$ cat src/design/grouped_pcm_radix_unpacker_macros.svh
// Assertion helpers for the unpacker.
`ifndef GROUPED_PCM_RADIX_UNPACKER_MACROS_SVH
`define GROUPED_PCM_RADIX_UNPACKER_MACROS_SVH

`ifndef SYNTHESIS
`define GPRU_ASSERT_IMPL(label, clk, rstn, ante, cons) \
  label: assert property (@(posedge clk) disable iff (!rstn) (ante) |-> (cons)) \
    else $error("gpru: same-cycle check failed");
`define GPRU_ASSERT_NEXT(label, clk, rstn, ante, cons) \
  label: assert property (@(posedge clk) disable iff (!rstn) (ante) |=> (cons)) \
    else $error("gpru: next-cycle check failed");
`else
`define GPRU_ASSERT_IMPL(label, clk, rstn, ante, cons)
`define GPRU_ASSERT_NEXT(label, clk, rstn, ante, cons)
`endif

`endif

$ cat src/design/gpru_pkg.sv
package gpru_pkg;

  localparam int ACC_W   = 35;
  localparam int CNT_W   = 6;
  localparam int PADDR_W = 5;
  localparam int PDATA_W = 32;

  localparam logic [5:0] STEP_MIN = 6'd2;
  localparam logic [5:0] STEP_MAX = 6'd51;

  typedef enum logic [2:0] {
    REG_LEVEL  = 3'd0,
    REG_STEP   = 3'd1,
    REG_OFFSET = 3'd2,
    REG_TOTAL  = 3'd3,
    REG_PAIR   = 3'd4
  } gpru_reg_t;

  typedef struct packed {
    logic [5:0] level_count;
    logic [5:0] step_count;
    logic [4:0] value_offset;
    logic [5:0] value_total;
    logic       pair_mode;
  } gpru_cfg_t;

  typedef struct packed {
    logic             start;
    logic [ACC_W-1:0] dividend;
    logic [5:0]       divisor;
  } gpru_div_req_t;

  typedef struct packed {
    logic             busy;
    logic             done;
    logic [ACC_W-1:0] quotient;
    logic [5:0]       remainder;
  } gpru_div_res_t;

  function automatic logic [2:0] max_group_for(input logic [5:0] levels);
    logic [2:0] g;
    case (levels)
      6'd3:  g = 3'd5;
      6'd7:  g = 3'd6;
      6'd11: g = 3'd2;
      6'd13: g = 3'd4;
      6'd19: g = 3'd4;
      6'd25: g = 3'd3;
      6'd51: g = 3'd4;
      6'd4, 6'd8, 6'd15, 6'd16, 6'd26, 6'd31: g = 3'd1;
      default: g = 3'd0;
    endcase
    return g;
  endfunction

endpackage

$ cat src/design/gpru_if.sv
interface gpru_in_if;
  logic valid;
  logic ready;
  logic stream_bit;

  modport source (output valid, output stream_bit, input ready);
  modport sink   (input valid, input stream_bit, output ready);
endinterface

interface gpru_out_if;
  logic              valid;
  logic              ready;
  logic signed [6:0] value;
  logic              channel;
  logic [5:0]        band;
  logic              group_last;
  logic              frame_last;

  modport source (output valid, output value, output channel, output band,
                  output group_last, output frame_last, input ready);
  modport sink   (input valid, input value, input channel, input band,
                  input group_last, input frame_last, output ready);
endinterface

$ cat src/design/gpru_cfg.sv
module gpru_cfg (
  input  logic                         clk,
  input  logic                         rst_n,
  input  logic                         cfg_psel,
  input  logic                         cfg_penable,
  input  logic                         cfg_pwrite,
  input  logic [gpru_pkg::PADDR_W-1:0] cfg_paddr,
  input  logic [gpru_pkg::PDATA_W-1:0] cfg_pwdata,
  output logic [gpru_pkg::PDATA_W-1:0] cfg_prdata,
  output logic                         cfg_pready,
  output gpru_pkg::gpru_cfg_t          cfg
);
  import gpru_pkg::*;

  gpru_cfg_t  cfg_r;
  logic [2:0] idx;
  logic       wr_en;

  assign idx        = cfg_paddr[PADDR_W-1:2];
  assign wr_en      = cfg_psel && cfg_penable && cfg_pwrite;
  assign cfg_pready = 1'b1;
  assign cfg        = cfg_r;

  always_ff @(posedge clk) begin
    if (!rst_n) begin
      cfg_r.level_count  <= 6'd3;
      cfg_r.step_count   <= 6'd3;
      cfg_r.value_offset <= 5'd0;
      cfg_r.value_total  <= 6'd1;
      cfg_r.pair_mode    <= 1'b0;
    end else if (wr_en) begin
      case (idx)
        REG_LEVEL:  cfg_r.level_count  <= cfg_pwdata[5:0];
        REG_STEP:   cfg_r.step_count   <= cfg_pwdata[5:0];
        REG_OFFSET: cfg_r.value_offset <= cfg_pwdata[4:0];
        REG_TOTAL:  cfg_r.value_total  <= cfg_pwdata[5:0];
        REG_PAIR:   cfg_r.pair_mode    <= cfg_pwdata[0];
        default: ;
      endcase
    end
  end

  always_comb begin
    case (idx)
      REG_LEVEL:  cfg_prdata = {26'd0, cfg_r.level_count};
      REG_STEP:   cfg_prdata = {26'd0, cfg_r.step_count};
      REG_OFFSET: cfg_prdata = {27'd0, cfg_r.value_offset};
      REG_TOTAL:  cfg_prdata = {26'd0, cfg_r.value_total};
      REG_PAIR:   cfg_prdata = {31'd0, cfg_r.pair_mode};
      default:    cfg_prdata = '0;
    endcase
  end

endmodule

$ cat src/design/gpru_divider.sv
module gpru_divider (
  input  logic                    clk,
  input  logic                    rst_n,
  input  gpru_pkg::gpru_div_req_t req,
  output gpru_pkg::gpru_div_res_t res
);
  import gpru_pkg::*;

  logic             busy_r;
  logic             done_r;
  logic [CNT_W-1:0] cnt_r;
  logic [ACC_W-1:0] quo_r;
  logic [5:0]       rem_r;
  logic [5:0]       div_r;
  logic [6:0]       trial;
  logic             take;

  // restoring division, one quotient bit per cycle
  assign trial = {rem_r, quo_r[ACC_W-1]};
  assign take  = trial >= {1'b0, div_r};

  always_ff @(posedge clk) begin
    if (!rst_n) begin
      busy_r <= 1'b0;
      done_r <= 1'b0;
      cnt_r  <= '0;
    end else begin
      done_r <= 1'b0;
      if (req.start) begin
        busy_r <= 1'b1;
        cnt_r  <= '0;
      end else if (busy_r) begin
        cnt_r <= cnt_r + 1'b1;
        if (cnt_r == CNT_W'(ACC_W - 1)) begin
          busy_r <= 1'b0;
          done_r <= 1'b1;
        end
      end
    end
  end

  always_ff @(posedge clk) begin
    if (req.start) begin
      quo_r <= req.dividend;
      rem_r <= '0;
      div_r <= req.divisor;
    end else if (busy_r) begin
      quo_r <= {quo_r[ACC_W-2:0], take};
      rem_r <= take ? 6'(trial - {1'b0, div_r}) : trial[5:0];
    end
  end

  assign res.busy      = busy_r;
  assign res.done      = done_r;
  assign res.quotient  = quo_r;
  assign res.remainder = rem_r;

endmodule

$ cat src/design/grouped_pcm_radix_unpacker.sv
// Grouped PCM radix unpacker.
// in_if carries one stream bit per beat, MSB first; out_if carries one
// decoded value per beat with its channel, band and group/frame flags.
// Registers are written over the cfg_ APB port (level_count, step_count,
// value_offset, value_total, pair_mode at 0x0..0x10); the user must write
// them only while idle, as the block itself does not enforce this.
// A bit that does not finish a group holds in_if.ready low through the
// power loop (one multiply per group value, g = group length) and a compare.
// The bit that finishes a group then adds g digit steps; each digit runs
// the shared restoring divider and hands the digit to the output register.
// The first value is valid in the output register once the final bit has
// passed the power loop, the compare, the divider and the emit state.
// When out_if.ready is low the finished value waits in the output
// register and the sequencer holds before the next digit; nothing is lost.
// Bits under an unsupported level, step count or empty frame are dropped.
// Reset (rst_n low at a clock edge) clears the partial word, bit count and
// frame position and returns the registers to their defaults.
`include "grouped_pcm_radix_unpacker_macros.svh"

module grouped_pcm_radix_unpacker #(
  parameter int MAX_VALUES = 56
) (
  input  logic                         clk,
  input  logic                         rst_n,
  gpru_in_if.sink                      in_if,
  gpru_out_if.source                   out_if,
  input  logic                         cfg_psel,
  input  logic                         cfg_penable,
  input  logic                         cfg_pwrite,
  input  logic [gpru_pkg::PADDR_W-1:0] cfg_paddr,
  input  logic [gpru_pkg::PDATA_W-1:0] cfg_pwdata,
  output logic [gpru_pkg::PDATA_W-1:0] cfg_prdata,
  output logic                         cfg_pready
);
  import gpru_pkg::*;

  typedef enum logic [4:0] {
    ST_IDLE  = 5'b00001,
    ST_POW   = 5'b00010,
    ST_CHECK = 5'b00100,
    ST_DIV   = 5'b01000,
    ST_EMIT  = 5'b10000
  } state_t;

  gpru_cfg_t     cfg;
  gpru_div_req_t div_req;
  gpru_div_res_t div_res;

  state_t           state_r;
  logic [ACC_W-1:0] word_acc_r;
  logic [5:0]       bits_taken_r;
  logic [5:0]       frame_pos_r;
  logic [ACC_W-1:0] pow_r;
  logic [2:0]       g_r;
  logic [2:0]       j_r;
  logic             ends_r;

  logic              out_valid_r;
  logic signed [6:0] out_value_r;
  logic              out_channel_r;
  logic [5:0]        out_band_r;
  logic              out_glast_r;
  logic              out_flast_r;

  logic       accept;
  logic       cfg_ok;
  logic [2:0] maxg;
  logic [6:0] total;
  logic [5:0] fp_adj;
  logic [6:0] room;
  logic [2:0] g_new;
  logic [40:0] prod;
  logic       complete;
  logic       out_free;
  logic       out_load;
  logic       last_digit;
  logic [5:0] idx;

  gpru_cfg u_cfg (
    .clk         (clk),
    .rst_n       (rst_n),
    .cfg_psel    (cfg_psel),
    .cfg_penable (cfg_penable),
    .cfg_pwrite  (cfg_pwrite),
    .cfg_paddr   (cfg_paddr),
    .cfg_pwdata  (cfg_pwdata),
    .cfg_prdata  (cfg_prdata),
    .cfg_pready  (cfg_pready),
    .cfg         (cfg)
  );

  gpru_divider u_div (
    .clk   (clk),
    .rst_n (rst_n),
    .req   (div_req),
    .res   (div_res)
  );

  assign in_if.ready = (state_r == ST_IDLE);
  assign accept      = in_if.valid && in_if.ready;

  assign maxg   = max_group_for(cfg.level_count);
  assign cfg_ok = (maxg != 3'd0) && (cfg.step_count >= STEP_MIN) &&
                  (cfg.step_count <= STEP_MAX) && (cfg.value_total != 6'd0);
  assign total  = ({1'b0, cfg.value_total} > 7'(MAX_VALUES)) ? 7'(MAX_VALUES)
                                                             : {1'b0, cfg.value_total};
  assign fp_adj = ({1'b0, frame_pos_r} >= total) ? 6'd0 : frame_pos_r;
  assign room   = total - {1'b0, fp_adj};
  assign g_new  = (room < {4'd0, maxg}) ? room[2:0] : maxg;

  assign prod = {6'd0, pow_r} * {35'd0, cfg.step_count};

  // 2^bits_taken >= steps^g; the power never reaches 2^35
  assign complete = (bits_taken_r >= 6'(ACC_W)) ||
                    ((ACC_W'(1) << bits_taken_r) >= pow_r);

  assign out_free   = !out_valid_r || out_if.ready;
  assign out_load   = (state_r == ST_EMIT) && out_free;
  assign last_digit = (j_r == g_r - 3'd1);
  assign idx        = frame_pos_r + 6'(g_r) - 6'd1 - 6'(j_r);

  assign div_req.start    = ((state_r == ST_CHECK) && complete) ||
                            (out_load && !last_digit);
  assign div_req.dividend = (state_r == ST_CHECK) ? word_acc_r : div_res.quotient;
  assign div_req.divisor  = cfg.step_count;

  always_ff @(posedge clk) begin
    if (!rst_n) begin
      state_r      <= ST_IDLE;
      word_acc_r   <= '0;
      bits_taken_r <= '0;
      frame_pos_r  <= '0;
      j_r          <= '0;
    end else begin
      case (state_r)
        ST_IDLE: begin
          if (accept && cfg_ok) begin
            frame_pos_r  <= fp_adj;
            word_acc_r   <= {word_acc_r[ACC_W-2:0], in_if.stream_bit};
            bits_taken_r <= bits_taken_r + 6'd1;
            j_r          <= '0;
            state_r      <= ST_POW;
          end
        end
        ST_POW: begin
          if (last_digit) begin
            j_r     <= '0;
            state_r <= ST_CHECK;
          end else begin
            j_r <= j_r + 3'd1;
          end
        end
        ST_CHECK: begin
          state_r <= complete ? ST_DIV : ST_IDLE;
        end
        ST_DIV: begin
          if (div_res.done) begin
            state_r <= ST_EMIT;
          end
        end
        ST_EMIT: begin
          if (out_free) begin
            if (last_digit) begin
              word_acc_r   <= '0;
              bits_taken_r <= '0;
              frame_pos_r  <= ends_r ? 6'd0 : frame_pos_r + 6'(g_r);
              j_r          <= '0;
              state_r      <= ST_IDLE;
            end else begin
              j_r     <= j_r + 3'd1;
              state_r <= ST_DIV;
            end
          end
        end
        default: state_r <= ST_IDLE;
      endcase
    end
  end

  always_ff @(posedge clk) begin
    if (accept && cfg_ok) begin
      g_r    <= g_new;
      ends_r <= ({1'b0, fp_adj} + {4'd0, g_new}) >= total;
      pow_r  <= ACC_W'(1);
    end else if (state_r == ST_POW) begin
      pow_r <= prod[ACC_W-1:0];
    end
  end

  always_ff @(posedge clk) begin
    if (!rst_n) begin
      out_valid_r <= 1'b0;
    end else if (out_load) begin
      out_valid_r <= 1'b1;
    end else if (out_if.ready) begin
      out_valid_r <= 1'b0;
    end
  end

  always_ff @(posedge clk) begin
    if (out_load) begin
      out_value_r   <= 7'({1'b0, div_res.remainder}) - 7'({2'b00, cfg.value_offset});
      out_channel_r <= cfg.pair_mode ? idx[0] : 1'b0;
      out_band_r    <= cfg.pair_mode ? {1'b0, idx[5:1]} : idx;
      out_glast_r   <= last_digit;
      out_flast_r   <= ends_r;
    end
  end

  assign out_if.valid      = out_valid_r;
  assign out_if.value      = out_value_r;
  assign out_if.channel    = out_channel_r;
  assign out_if.band       = out_band_r;
  assign out_if.group_last = out_glast_r;
  assign out_if.frame_last = out_flast_r;

  `GPRU_ASSERT_IMPL(a_done_in_div, clk, rst_n, div_res.done, state_r == ST_DIV)
  `GPRU_ASSERT_IMPL(a_digit_in_range, clk, rst_n, state_r == ST_EMIT, j_r < g_r)
  `GPRU_ASSERT_IMPL(a_no_overwrite, clk, rst_n, out_load, !out_valid_r || out_if.ready)
  `GPRU_ASSERT_NEXT(a_start_busy, clk, rst_n, div_req.start, div_res.busy)

endmodule

$ cat src/flat_wrapper.sv
// flat-port wrapper written by rule: the top's interface ports become plain ports
module grouped_pcm_radix_unpacker_flat import gpru_pkg::*;
#(
  parameter int MAX_VALUES = 56
)
  (clk, rst_n, cfg_psel, cfg_penable, cfg_pwrite, cfg_paddr, cfg_pwdata, cfg_prdata, cfg_pready, in_if_valid, in_if_stream_bit, in_if_ready, out_if_valid, out_if_value, out_if_channel, out_if_band, out_if_group_last, out_if_frame_last, out_if_ready);
  gpru_in_if in_if_i ();
  gpru_out_if out_if_i ();
  input  logic clk;
  input  logic rst_n;
  input  logic cfg_psel;
  input  logic cfg_penable;
  input  logic cfg_pwrite;
  input  logic [gpru_pkg::PADDR_W-1:0] cfg_paddr;
  input  logic [gpru_pkg::PDATA_W-1:0] cfg_pwdata;
  output logic [gpru_pkg::PDATA_W-1:0] cfg_prdata;
  output logic cfg_pready;
  input wire logic [$bits(in_if_i.valid)-1:0] in_if_valid;
  input wire logic [$bits(in_if_i.stream_bit)-1:0] in_if_stream_bit;
  output wire logic [$bits(in_if_i.ready)-1:0] in_if_ready;
  output wire logic [$bits(out_if_i.valid)-1:0] out_if_valid;
  output wire logic [$bits(out_if_i.value)-1:0] out_if_value;
  output wire logic [$bits(out_if_i.channel)-1:0] out_if_channel;
  output wire logic [$bits(out_if_i.band)-1:0] out_if_band;
  output wire logic [$bits(out_if_i.group_last)-1:0] out_if_group_last;
  output wire logic [$bits(out_if_i.frame_last)-1:0] out_if_frame_last;
  input wire logic [$bits(out_if_i.ready)-1:0] out_if_ready;
  assign in_if_i.valid = in_if_valid;
  assign in_if_i.stream_bit = in_if_stream_bit;
  assign in_if_ready = in_if_i.ready;
  assign out_if_valid = out_if_i.valid;
  assign out_if_value = out_if_i.value;
  assign out_if_channel = out_if_i.channel;
  assign out_if_band = out_if_i.band;
  assign out_if_group_last = out_if_i.group_last;
  assign out_if_frame_last = out_if_i.frame_last;
  assign out_if_i.ready = out_if_ready;
  grouped_pcm_radix_unpacker #(.MAX_VALUES(MAX_VALUES)) u_core (.clk(clk), .rst_n(rst_n), .in_if(in_if_i), .out_if(out_if_i), .cfg_psel(cfg_psel), .cfg_penable(cfg_penable), .cfg_pwrite(cfg_pwrite), .cfg_paddr(cfg_paddr), .cfg_pwdata(cfg_pwdata), .cfg_prdata(cfg_prdata), .cfg_pready(cfg_pready));
endmodule
$ cat config.mk
export PLATFORM = sky130hd
export DESIGN_NAME = grouped_pcm_radix_unpacker_flat
export DESIGN_NICKNAME = d
export VERILOG_FILES = /design/src/design/gpru_pkg.sv /design/src/design/gpru_if.sv /design/src/design/gpru_cfg.sv /design/src/design/gpru_divider.sv /design/src/design/grouped_pcm_radix_unpacker.sv /design/src/flat_wrapper.sv
export VERILOG_INCLUDE_DIRS = /design/src /design/src/design
export SDC_FILE = /design/constraint.sdc
export NUM_CORES = 1
export LEC_CHECK = 0
export BUFFER_PORTS_ARGS = -buffer_cell sky130_fd_sc_hd__buf_4
export CAP_MARGIN = 30
export CORE_ASPECT_RATIO = 0.6
export CORE_MARGIN = 5
export CORE_UTILIZATION = 42
export DETAILED_ROUTE_END_ITERATION = 10
export HOLD_SLACK_MARGIN = 0.08
export PLACE_DENSITY = 0.61
export SYNTH_ARGS = -nofsm -noshare
export SYNTH_HDL_FRONTEND = slang
export SYNTH_HIERARCHICAL = 1
export SYNTH_SLANG_ARGS = --single-unit
$ cat constraint.sdc
create_clock -name clk -period 20.1 [get_ports clk]
set_input_delay 5.025 -clock clk [delete_from_list [all_inputs] [get_ports clk]]
set_output_delay 5.025 -clock clk [all_outputs]
set_load 0.03 [all_outputs]
**Word-level counts from Yosys, hierarchy flattened**

Memories as Yosys holds them, arrays and structs flattened. A register that Yosys moved wholly into a read port is not among the register bits.
Cells that the tools add are included.

- Add/subtract/negate cells: 11
- Bitwise operators: 2
- Shift operators: 1
- $lt $le $gt $ge: 9
- Reduce and logical (&&, ||, !) cells: 33
- Equal/unequal tests: 17
- Multipliers: 1
- Mux-type cells: 41

Operator list:

| cell | count |
|---|---|
| $mux 35 | 6 |
| $mux 6 | 12 |
| $pmux 35 s2 | 1 |
| $ge 35x35->1 | 1 |
| $mul 35x6->35 | 1 |
| $shl 1x6->35 const A | 1 |
| $pmux 6 s5 | 1 |
| $mux 5 | 5 |
| $pmux 5 s5 | 1 |
| $pmux 6 s2 | 2 |
| $add 6x1->6 const B | 2 |
| $mux 3 | 4 |
| $reduce_and 2->1 | 6 |
| $logic_and 1x1->1 | 10 |
| $pmux 3 s3 | 1 |
| $mux 4 | 2 |
| $reduce_and 4->1 | 2 |
| $add 6x3->7 | 1 |
| $ge 6x7->1 | 1 |
| $ge 7x6->1 | 1 |
| $ge 7x7->1 | 1 |
| $lt 7x3->1 | 1 |
| $sub 6x5->7 | 1 |
| $sub 7x6->7 | 1 |
| 33 further kinds | 50 |

- Output and inout port bits: 51
- ROM bits: 192
- Register bits after elaboration: 190
- Memories kept: 1
- Word-level logic and storage cells: 142
- Bits of input ports: 45

Memory list:

| name | depth | bits a word | read ports | clocked after memory_dff | wr ports | line | source |
|---|---|---|---|---|---|---|---|
| (name not given) | 64 | 3 | 1 | 1 | 0 | gpru_pkg.sv:42 | `case (levels)` |

**Longest topological paths before layout**

Gate-level depths: netlist (run 1).

- Word-level depth: 9
- Depth in mapped cells: 30
- Gate-level depth less buffers: 29

**By module**

Netlist (run 1), hierarchy kept.

By module, submodules not included:

| module | area each (um^2) | seq. area each (um^2) | cells each | instances |
|---|---|---|---|---|
| grouped_pcm_radix_unpacker | 12856.1 | 2422.3 | 1599 | 1 |
| gpru_divider | 2571.2 | 1511.4 | 192 | 1 |
| gpru_cfg | 1393.8 | 480.5 | 145 | 1 |

**Least setup slack after synthesis (run 1)**

No wires, ideal clock.

- Path kind: input -> output
- Start: input port cfg_paddr[2] (netlist name)
- End: output port cfg_prdata[0] (netlist name)
- Data required time: 15.075 ns
- Setup slack: 8.951 ns
- Stages on the path: 5
- Path buffers: 2
- Arrival: 6.124 ns
- Cell sequence: buf_2 buf_2 mux2_2 a22oi_1 o22ai_1

- Cells in the longest elaborated chain, start to end: 2
- Elaborated cells between the ends (all ways): 6
- Those cells by class: eq/ne (4); mux (1); reduce/logical (1)

RTL lines:

| what | line | source |
|---|---|---|
| start, declared | flat_wrapper.sv:14 | `input logic [gpru_pkg::PADDR_W-1:0] cfg_paddr;` |
| $eq 3x3->1, or another cell as far along | gpru_cfg.sv:44 | `case (idx)` |
| $pmux 6 s5 * | gpru_cfg.sv:44 |  |
| end, declared | flat_wrapper.sv:16 | `output logic [gpru_pkg::PDATA_W-1:0] cfg_prdata;` |

Every way passes the cells marked *; elsewhere a longest branch is shown, timed or not.

**Final worst setup path (run 1)**

- Start: input port cfg_paddr[2] (netlist name)
- End: output port cfg_prdata[3] (netlist name)

Same word-level chain as after synthesis.

==> impl_metrics.json, run 1 <==
{
  "p_sw_mw": 0.516,
  "min_path_cells": 2,
  "cts.path.max_buffers": 2,
  "swShare_pct": 39.4,
  "rsz0062_at_grt": "false",
  "p_int_mw": 0.794,
  "drcViolationCount": 0,
  "cts_root_buffer": "clkbuf_16",
  "area_delta_synth_final_pct": 6.85,
  "holdCritStartpoint": "u_core/word_acc_r[20]$_SDFFE_PN0P_",
  "ir_worst_vdd_uv": 54.5,
  "yosys_warnings": 6,
  "drive_gt1_share_pct": 9.87,
  "grt_pass1_vias": 12335,
  "nets": 2197,
  "tns_ps": 0,
  "dieArea_um2": 44300,
  "r2r_setup_slack_ps": 12610,
  "hold_viol_final": 0,
  "first_pass_iters": 5,
  "antenna_cells": 0,
  "fp-row-count": 56,
  "cts_tree": "done",
  "cpMostUsedCell": "buf_4",
  "reg2reg_depth": 28,
  "drt_wl_total_um": 39600,
  "nFillCells": 3728,
  "rr_startpoint": "u_core/u_cfg/cfg[5]$_SDFFE_PN0P_",
  "io_pins": 96,
  "power_frac_seq_pct": 36.7,
  "clkTransAtPathRegs_ps": 70,
  "numClockSinks": 190,
  "port_buffers": 40,
  "crit_path_start_kind": "input port",
  "slowest_stage": "mux4_2",
  "ff_latch_area_um2": 4410,
  "outcome": "complete, no violations",
  "combinationalPowerShare_pct": 37.7,
  "cp.buffers_inverters": 2,
  "grt_usage_pct": 18.1,
  "hp-class": "flop to flop",
  "grt_max_degree": 49,
  "wl_per_cell_um": 16.2,
  "setup_viol": 0,
  "fin_crit_sh_pct": 55.4,
  "reg2reg_to": "u_core/ends_r$_DFFE_PP_",
  "dpl.hpwl_um": 29200,
  "multi_input_area_um2": 11100,
  "place_congestion": 0.942,
  "final_util_pct": 45.7,
  "p_clk_share_pct": 25.6,
  "power_density_nw_per_um2": 72.9,
  "leakage_nw": 8.03,
  "coreArea_um2": 39300,
  "cp_num_cells": 4,
  "postCtsSetupBuffers": 0,
  "num_vias": 12867,
  "die_h_um": 165,
  "period_needed_ps": 11140,
  "cp-end-kind": "primary output",
  "clk_latency_ps": 440,
  "hold_path_end": "u_core/word_acc_r[20]$_SDFFE_PN0P_",
  "antenna_found_initial": 0,
  "cts_resized": 0,
  "ant_nets": 0,
  "initialDrtViolationCount": 1031,
  "relSlewSlack_pct": 37.9,
  "slew_violations": 0,
  "finClkSkew_ps": 16.0,
  "cp_top_family": "multiplexers",
  "maxCapViolCount": 0,
  "cp_data_arrival_time_ps": 6120,
  "slowest_delay_ps": 510,
  "cts-hold-fix-buffers": 0,
  "globalRouteOverflowTotal": 0,
  "die_w_um": 268,
  "syn_inst": 1935,
  "initial_core_util_pct": 42.8,
  "syn_avg_cell_area_um2": 8.69,
  "cts_buffers": 17,
  "vias_per_cell": 5.28,
  "worst_ep_required_time_ps": 15070,
  "ctsHtreeMaxLevel": 4,
  "tightestPinTransition_ps": 923,
  "path_class": "input port to primary output",
  "syn_area_um2": 16800,
  "cp_max_fo": 15,
  "fmax_ghz": 0.0898,
  "path_cells": "buf_4, mux4_2, and2b_2, buf_4",
  "grt_pass1_wl_um": 65000
}
[cell type report]
cell class              instances  share of cell area [%]
multi-input cells            1419                    61.6
flip-flops and latches        190                    24.6
inverters                     218                    4.55
well taps                     522                    3.64
clock buffers                  18                    2.44
repair buffers                 56                    2.41
clock inverters                13                   0.773
[worst max path at each step]
| stage | startpoint | to | slack [ps] |
|---|---|---|---|
| after CTS | cfg_paddr[2] | cfg_prdata[3] | 8960 |
| after global placement | cfg_paddr[2] | cfg_prdata[3] | 8970 |
| after global routing | cfg_paddr[2] | cfg_prdata[3] | 8910 |
| after floorplan | cfg_paddr[2] | cfg_prdata[0] | 8950 |
| after detailed placement | cfg_paddr[2] | cfg_prdata[3] | 8960 |
| final | cfg_paddr[2] | cfg_prdata[3] | 8960 |
[worst reg2reg max path: cells and delay by family (launching register included)]
kind                     cells  cell delay (ps)
buffers and inverters        1               80
XOR/XNOR                     1              230
multiplexers                 1              400
flip-flops                   1              540
AO/OA/AOI/OAI               10             2150
AND/OR/NAND/NOR              7             1470
adder cells (fa/ha/maj)      8             2340
[sequential cells by signal (all words and copies together) (netlist names), 3 cells and up]
signal               cells
u_core/j_r               3
u_core/g_r               3
u_core/bits_taken_r      6
u_core/u_div/div_r       6
u_core/u_div/quo_r      35
u_core/u_div/rem_r       6
u_core/u_div/cnt_r       6
u_core/pow_r            35
u_core/u_cfg/cfg        24
u_core/out_if.value      7
u_core/out_if.band       6
u_core/frame_pos_r       6
u_core/word_acc_r       35
u_core/state_r           5
[layout by cell type (no fill, tap or decap), types with 34 or more instances in the layout]
cell type and instances:
a21o_1 51, a21oi_1 109, and2_1 47, buf_4 55, dfxtp_1 129, edfxtp_1 61, fa_1 127, ha_1 123
inv_1 218, mux2_2 75, mux2i_1 38, nand2_1 359, nor2_1 98, o21ai_0 38, xnor2_1 34
[layer usage]
layer | GRT usage (%) | wire length (um) | part of all wire, %
met5 | 0 | 0 | 0
met4 | 2.54 | 243 | 0.61
met1 | 29.1 | 21200 | 54
met2 | 24.8 | 15400 | 39
met3 | 4.36 | 2710 | 6.8
[power groups by stage]
stage	Combinational (mW)	Clock [mW]	Sequential [mW]
global placement	0.475	0	0.488
global route	0.555	0.363	0.487
detailed placement	0.486	0	0.488
floorplan	0.394	0	0.464
finish	0.494	0.335	0.481
CTS	0.490	0.345	0.480
[per-stage QoR]
stage                     cell area (um2)  worst slack [ps]  hold slack (ps)  total power [mW]  instances
after floorplan                     16900              8950              429             0.858       1960
after global placement              17400              8970              440             0.963       2404
after detailed placement            17400              8960              460             0.975       2405
after CTS                           18000              8960              468              1.31       2436
after global routing                18000              8910              493              1.40       2436
final                               18000              8960              467              1.31       2436
(Power assumes the default switching activity.)
==> run 2, diff against run 1 <==
--- a/config.mk
+++ b/config.mk
@@ -6,6 +6,7 @@
 export SDC_FILE = /design/constraint.sdc
 export NUM_CORES = 1
 export LEC_CHECK = 0
+export ABC_AREA = 1
 export BUFFER_PORTS_ARGS = -buffer_cell sky130_fd_sc_hd__buf_4
 export CAP_MARGIN = 30
 export CORE_ASPECT_RATIO = 0.6
==> constraint.sdc (replaced) <==
create_clock -name clk -period 10.4 [get_ports clk]
set_input_delay 2.6 -clock clk [delete_from_list [all_inputs] [get_ports clk]]
set_output_delay 2.6 -clock clk [all_outputs]
set_load 0.03 [all_outputs]
==> impl_metrics.json, run 2 <==
{
  "cp.buffers_inverters": 6,
  "tightestPinTransition_ps": 1060,
  "ctsHtreeMaxLevel": 4,
  "postCtsSetupBuffers": 0,
  "nFillCells": 4282,
  "nets": 2764,
  "path_class": "flop to flop",
  "clk_latency_ps": 460,
  "final_common_cell": "nand2_1",
  "drt_wl_total_um": 46400,
  "hold_viol_final": 0,
  "cp_max_fo": 5,
  "min_path_cells": 0,
  "setup_viol": 0,
  "first_pass_iters": 5,
  "port_buffers": 40,
  "outcome": "complete, no violations",
  "power_density_nw_per_um2": 215,
  "area_delta_synth_final_pct": 7.33,
  "grt_usage_pct": 20.4,
  "die_h_um": 169,
  "cpMostUsedCell": "nand2_1",
  "rsz0062_at_grt": "false",
  "dieArea_um2": 46300,
  "drcViolationCount": 0,
  "antenna_cells": 0,
  "cp-end-kind": "flop",
  "antenna_found_initial": 0,
  "vias_per_cell": 5.05,
  "initial_core_util_pct": 42.3,
  "layout_common_cells": "nand2_1, inv_1, nor2_1",
  "fin_crit_sh_pct": 61.3,
  "grt_pass1_wl_um": 77100,
  "grt_pass1_vias": 14737,
  "period_needed_ps": 6380,
  "grt_max_degree": 92,
  "initialDrtViolationCount": 1422,
  "finClkSkew_ps": 16.0,
  "cts.path.max_buffers": 2,
  "slew_violations": 0,
  "slowest_delay_ps": 480,
  "cp_data_arrival_time_ps": 6590,
  "cts-hold-fix-buffers": 0,
  "slowest_stage": "dfxtp_1",
  "globalRouteOverflowTotal": 0,
  "leakage_nw": 9.42,
  "cp_top_family": "simple AND/OR/NAND/NOR gates",
  "largest_registers": "u_core/pow_r x35, u_core/u_div/quo_r x35, u_core/word_acc_r x35",
  "syn_area_um2": 17600,
  "hp-class": "flop to flop",
  "crit_path_start_kind": "flop",
  "tns_ps": 0,
  "wl_per_cell_um": 15.2,
  "place_congestion": 1.01,
  "cts_tree": "done",
  "worst_ep_required_time_ps": 10610,
  "clkTransAtPathRegs_ps": 80,
  "drive_gt1_share_pct": 5.60,
  "num_vias": 15398,
  "fp-row-count": 58,
  "cp_num_cells": 35,
  "coreArea_um2": 41700,
  "cts_resized": 0,
  "syn_avg_cell_area_um2": 7.07,
  "cts_buffers": 17,
  "die_w_um": 274,
  "power_mw": 4.07,
  "numClockSinks": 190,
  "cts_root_buffer": "clkbuf_16",
  "io_pins": 96,
  "reg2reg_depth": 35,
  "ant_nets": 0,
  "syn_inst": 2492,
  "yosys_warnings": 6,
  "dpl.hpwl_um": 35300,
  "fmax_ghz": 0.157,
  "ir_worst_vdd_uv": 151,
  "relSlewSlack_pct": 28.6,
  "maxCapViolCount": 0
}
## run 2: final timing paths
kind | start | to | slack, ps
worst max register to register | u_core/u_cfg/cfg[6]$_SDFFE_PN0P_ | u_core/ends_r$_DFFE_PP_ | 4020
worst min register to register | u_core/ends_r$_DFFE_PP_ | u_core/out_if.frame_last$_DFFE_PP_ | 490
worst min-delay path | u_core/ends_r$_DFFE_PP_ | u_core/out_if.frame_last$_DFFE_PP_ | 490
worst max-delay path | u_core/u_cfg/cfg[6]$_SDFFE_PN0P_ | u_core/ends_r$_DFFE_PP_ | 4020
## run 2: routing by layer
metal  wire, um  part of all wire, %  track usage, %  up-vias
li1           -                    -               -     7657
met1      24800                   53            33.0     7295
met2      18100                   39            28.3      417
met3       3160                  6.8            3.61       29
met4        386                 0.83            3.35        0
met5          0                    0               0        -
## run 2: report_power, final
group	switching (mW)	internal (mW)
clock	0.370	0.338
combinational	1.41	0.824
sequential	0.192	0.939
## run 2: cell type report
| type | instances | area (um2) | share of cell area [%] |
|---|---|---|---|
| repair buffers | 54 | 458 | 2.42 |
| clock inverters | 15 | 220 | 1.16 |
| inverters | 442 | 1660 | 8.77 |
| multi-input cells | 1764 | 11000 | 58.3 |
| flip-flops and latches | 190 | 4410 | 23.3 |
| clock buffers | 17 | 425 | 2.25 |
| well taps | 570 | 713 | 3.77 |
## run 2: metrics by stage
| step | instances | util, % | instance area [um2] | setup WS (ps) | hold WS (ps) |
|---|---|---|---|---|---|
| after floorplan | 2517 | - | 17700 | 4400 | 427 |
| after global placement | 3017 | 43.7 | 18200 | 4230 | 469 |
| after detailed placement | 3020 | 43.9 | 18300 | 4130 | 470 |
| after CTS | 3052 | 45.4 | 18900 | 4090 | 488 |
| after global routing | 3052 | 45.4 | 18900 | 3450 | 502 |
| final | 3052 | 45.4 | 18900 | 4020 | 487 |
==> run 3, diff against run 2 <==
==> constraint.sdc (replaced) <==
create_clock -name clk -period 6.3 [get_ports clk]
set_input_delay 1.575 -clock clk [delete_from_list [all_inputs] [get_ports clk]]
set_output_delay 1.575 -clock clk [all_outputs]
set_load 0.03 [all_outputs]
==> impl_metrics.json, run 3 (synthesis gave the netlist of run 2 again) <==
{
  "die_h_um": 169,
  "period_needed_ps": 5890,
  "final_area_um2": 19000,
  "drive_gt1_share_pct": 6.03,
  "ant_nets": 0,
  "grt_max_degree": 92,
  "globalRouteOverflowTotal": 0,
  "hold_viol_final": 0,
  "relSlewSlack_pct": 32.6,
  "grt_usage_pct": 20.2,
  "maxCapViolCount": 0,
  "io_pins": 96,
  "largest_registers": "u_core/pow_r x35, u_core/u_div/quo_r x35, u_core/word_acc_r x35",
  "place_congestion": 0.974,
  "cts.path.max_buffers": 2,
  "die_w_um": 274,
  "leakage_nw": 9.45,
  "fin_crit_sh_pct": 93.5,
  "dpl_cell_area_um2": 18300,
  "ir_worst_vdd_uv": 212,
  "pre_cts_slack_ps": 212,
  "grt_pass1_wl_um": 76200,
  "area_delta_synth_final_pct": 7.67,
  "layout_common_cells": "nand2_1, inv_1, nor2_1",
  "port_buffers": 40,
  "nets": 2769,
  "crit_path_start_kind": "flop",
  "cts_buffers": 17,
  "combinationalPowerShare_pct": 55.0,
  "outcome": "complete, no violations",
  "finalWorstSetupSlack_ps": 408,
  "initialDrtViolationCount": 1312,
  "rr_startpoint": "u_core/u_cfg/cfg[5]$_SDFFE_PN0P_",
  "p_sw_mw": 3.29,
  "fmax_ghz": 0.170,
  "grt_pass1_vias": 14486,
  "p_clk_share_pct": 17.3,
  "cpMostUsedCell": "nand2_1",
  "cp_data_arrival_time_ps": 6100,
  "drcViolationCount": 0,
  "power_frac_seq_pct": 27.7,
  "path_class": "flop to flop",
  "met2_length_um": 18000,
  "coreArea_um2": 41700,
  "tightestPinTransition_ps": 1010,
  "slowest_stage": "fa_1",
  "p_int_mw": 3.48,
  "initial_core_util_pct": 42.3,
  "cp-end-kind": "flop",
  "tns_ps": 0,
  "wl_per_cell_um": 15.2,
  "dieArea_um2": 46300,
  "clk_latency_ps": 460,
  "worst_ep_required_time_ps": 6500,
  "final_common_cell": "nand2_1",
  "dpl.hpwl_um": 36000,
  "postCtsSetupBuffers": 0,
  "hold_path_end": "u_core/bits_taken_r[5]$_SDFFE_PN0P_",
  "clkTransAtPathRegs_ps": 80,
  "cts_tree": "done",
  "cts_root_buffer": "clkbuf_16",
  "drt_wl_total_um": 46400,
  "min_path_cells": 2,
  "slew_violations": 0,
  "slowest_delay_ps": 550,
  "power_density_nw_per_um2": 356,
  "top_layer": "met4",
  "r2r_setup_slack_ps": 410,
  "rsz0062_at_grt": "false",
  "num_vias": 15438,
  "antenna_cells": 0,
  "antenna_found_initial": 0,
  "vias_per_cell": 5.05,
  "numClockSinks": 190,
  "reg2reg_to": "u_core/ends_r$_DFFE_PP_",
  "wl_met1_um": 25000,
  "first_pass_iters": 5,
  "ctsHtreeMaxLevel": 4,
  "power_mw": 6.77,
  "holdCritStartpoint": "u_core/bits_taken_r[5]$_SDFFE_PN0P_",
  "hold_slack_ps": 505,
  "setup_viol": 0,
  "fp-row-count": 58,
  "finClkSkew_ps": 16.6,
  "reg2reg_depth": 35,
  "routed-wl-met3_um": 3120,
  "swShare_pct": 48.6,
  "cp_max_fo": 6,
  "hp-class": "flop to flop"
}
-- run 3: worst max path at each step --
| stage | startpoint | end | cells after the start |
|---|---|---|---|
| final | u_core/u_cfg/cfg[5]$_SDFFE_PN0P_ | u_core/ends_r$_DFFE_PP_ | 35 |
| after global routing | u_core/u_cfg/cfg[5]$_SDFFE_PN0P_ | u_core/ends_r$_DFFE_PP_ | 35 |
| after CTS | u_core/u_cfg/cfg[5]$_SDFFE_PN0P_ | u_core/ends_r$_DFFE_PP_ | 34 |
| after detailed placement | u_core/u_cfg/cfg[5]$_SDFFE_PN0P_ | u_core/ends_r$_DFFE_PP_ | 35 |
| after global placement | u_core/u_cfg/cfg[5]$_SDFFE_PN0P_ | u_core/ends_r$_DFFE_PP_ | 35 |
| after floorplan | u_core/u_cfg/cfg[5]$_SDFFE_PN0P_ | u_core/ends_r$_DFFE_PP_ | 35 |
-- run 3: final cells by class --
class / count / area (um2)
fill: 4288 / 22700
multi-input combinational: 1764 / 11100
sequential: 190 / 4420
inverter: 442 / 1660
tap: 570 / 713
timing repair buffer: 59 / 490
clock buffer: 17 / 425
clock inverter: 15 / 220
-- run 3: critical path, delay by kind of cell (launching register included) --
family	cells	cell delay, ps
adders and majority gates	7	2340
and+or+nand+nor	17	1620
AOI/OAI and AO/OA	6	840
buffers and inverters	5	440
DFF	1	390
-- run 3: metrics by stage --
step | util [%] | instances
finish | 45.6 | 3057
global route | 45.6 | 3057
CTS | 45.5 | 3057
detailed placement | 44.0 | 3025
global placement | 43.8 | 3022
floorplan | - | 2517
-- run 3: power by group through the flow --
| stage | clock (mW) | combinational, mW | sequential [mW] |
|---|---|---|---|
| after global placement | 0 | 3.53 | 1.89 |
| final | 1.17 | 3.72 | 1.88 |
| after floorplan | 0 | 2.95 | 1.70 |
| after CTS | 1.21 | 3.69 | 1.87 |
| after global routing | 1.26 | 4.30 | 1.91 |
| after detailed placement | 0 | 3.66 | 1.89 |
-- run 3: layer usage --
layer / up-vias / global-route usage [%]
met1: 7322 / 33.1
li1: 7666 / -
met4: 0 / 3.70
met5: - / 0
met3: 30 / 3.83
met2: 420 / 27.4
-- run 3: what timing repair did --
action / CTS / global route
resized for setup: 0 / 9
hold buffers: 0 / 0
setup endpoints to repair: 0 / 1
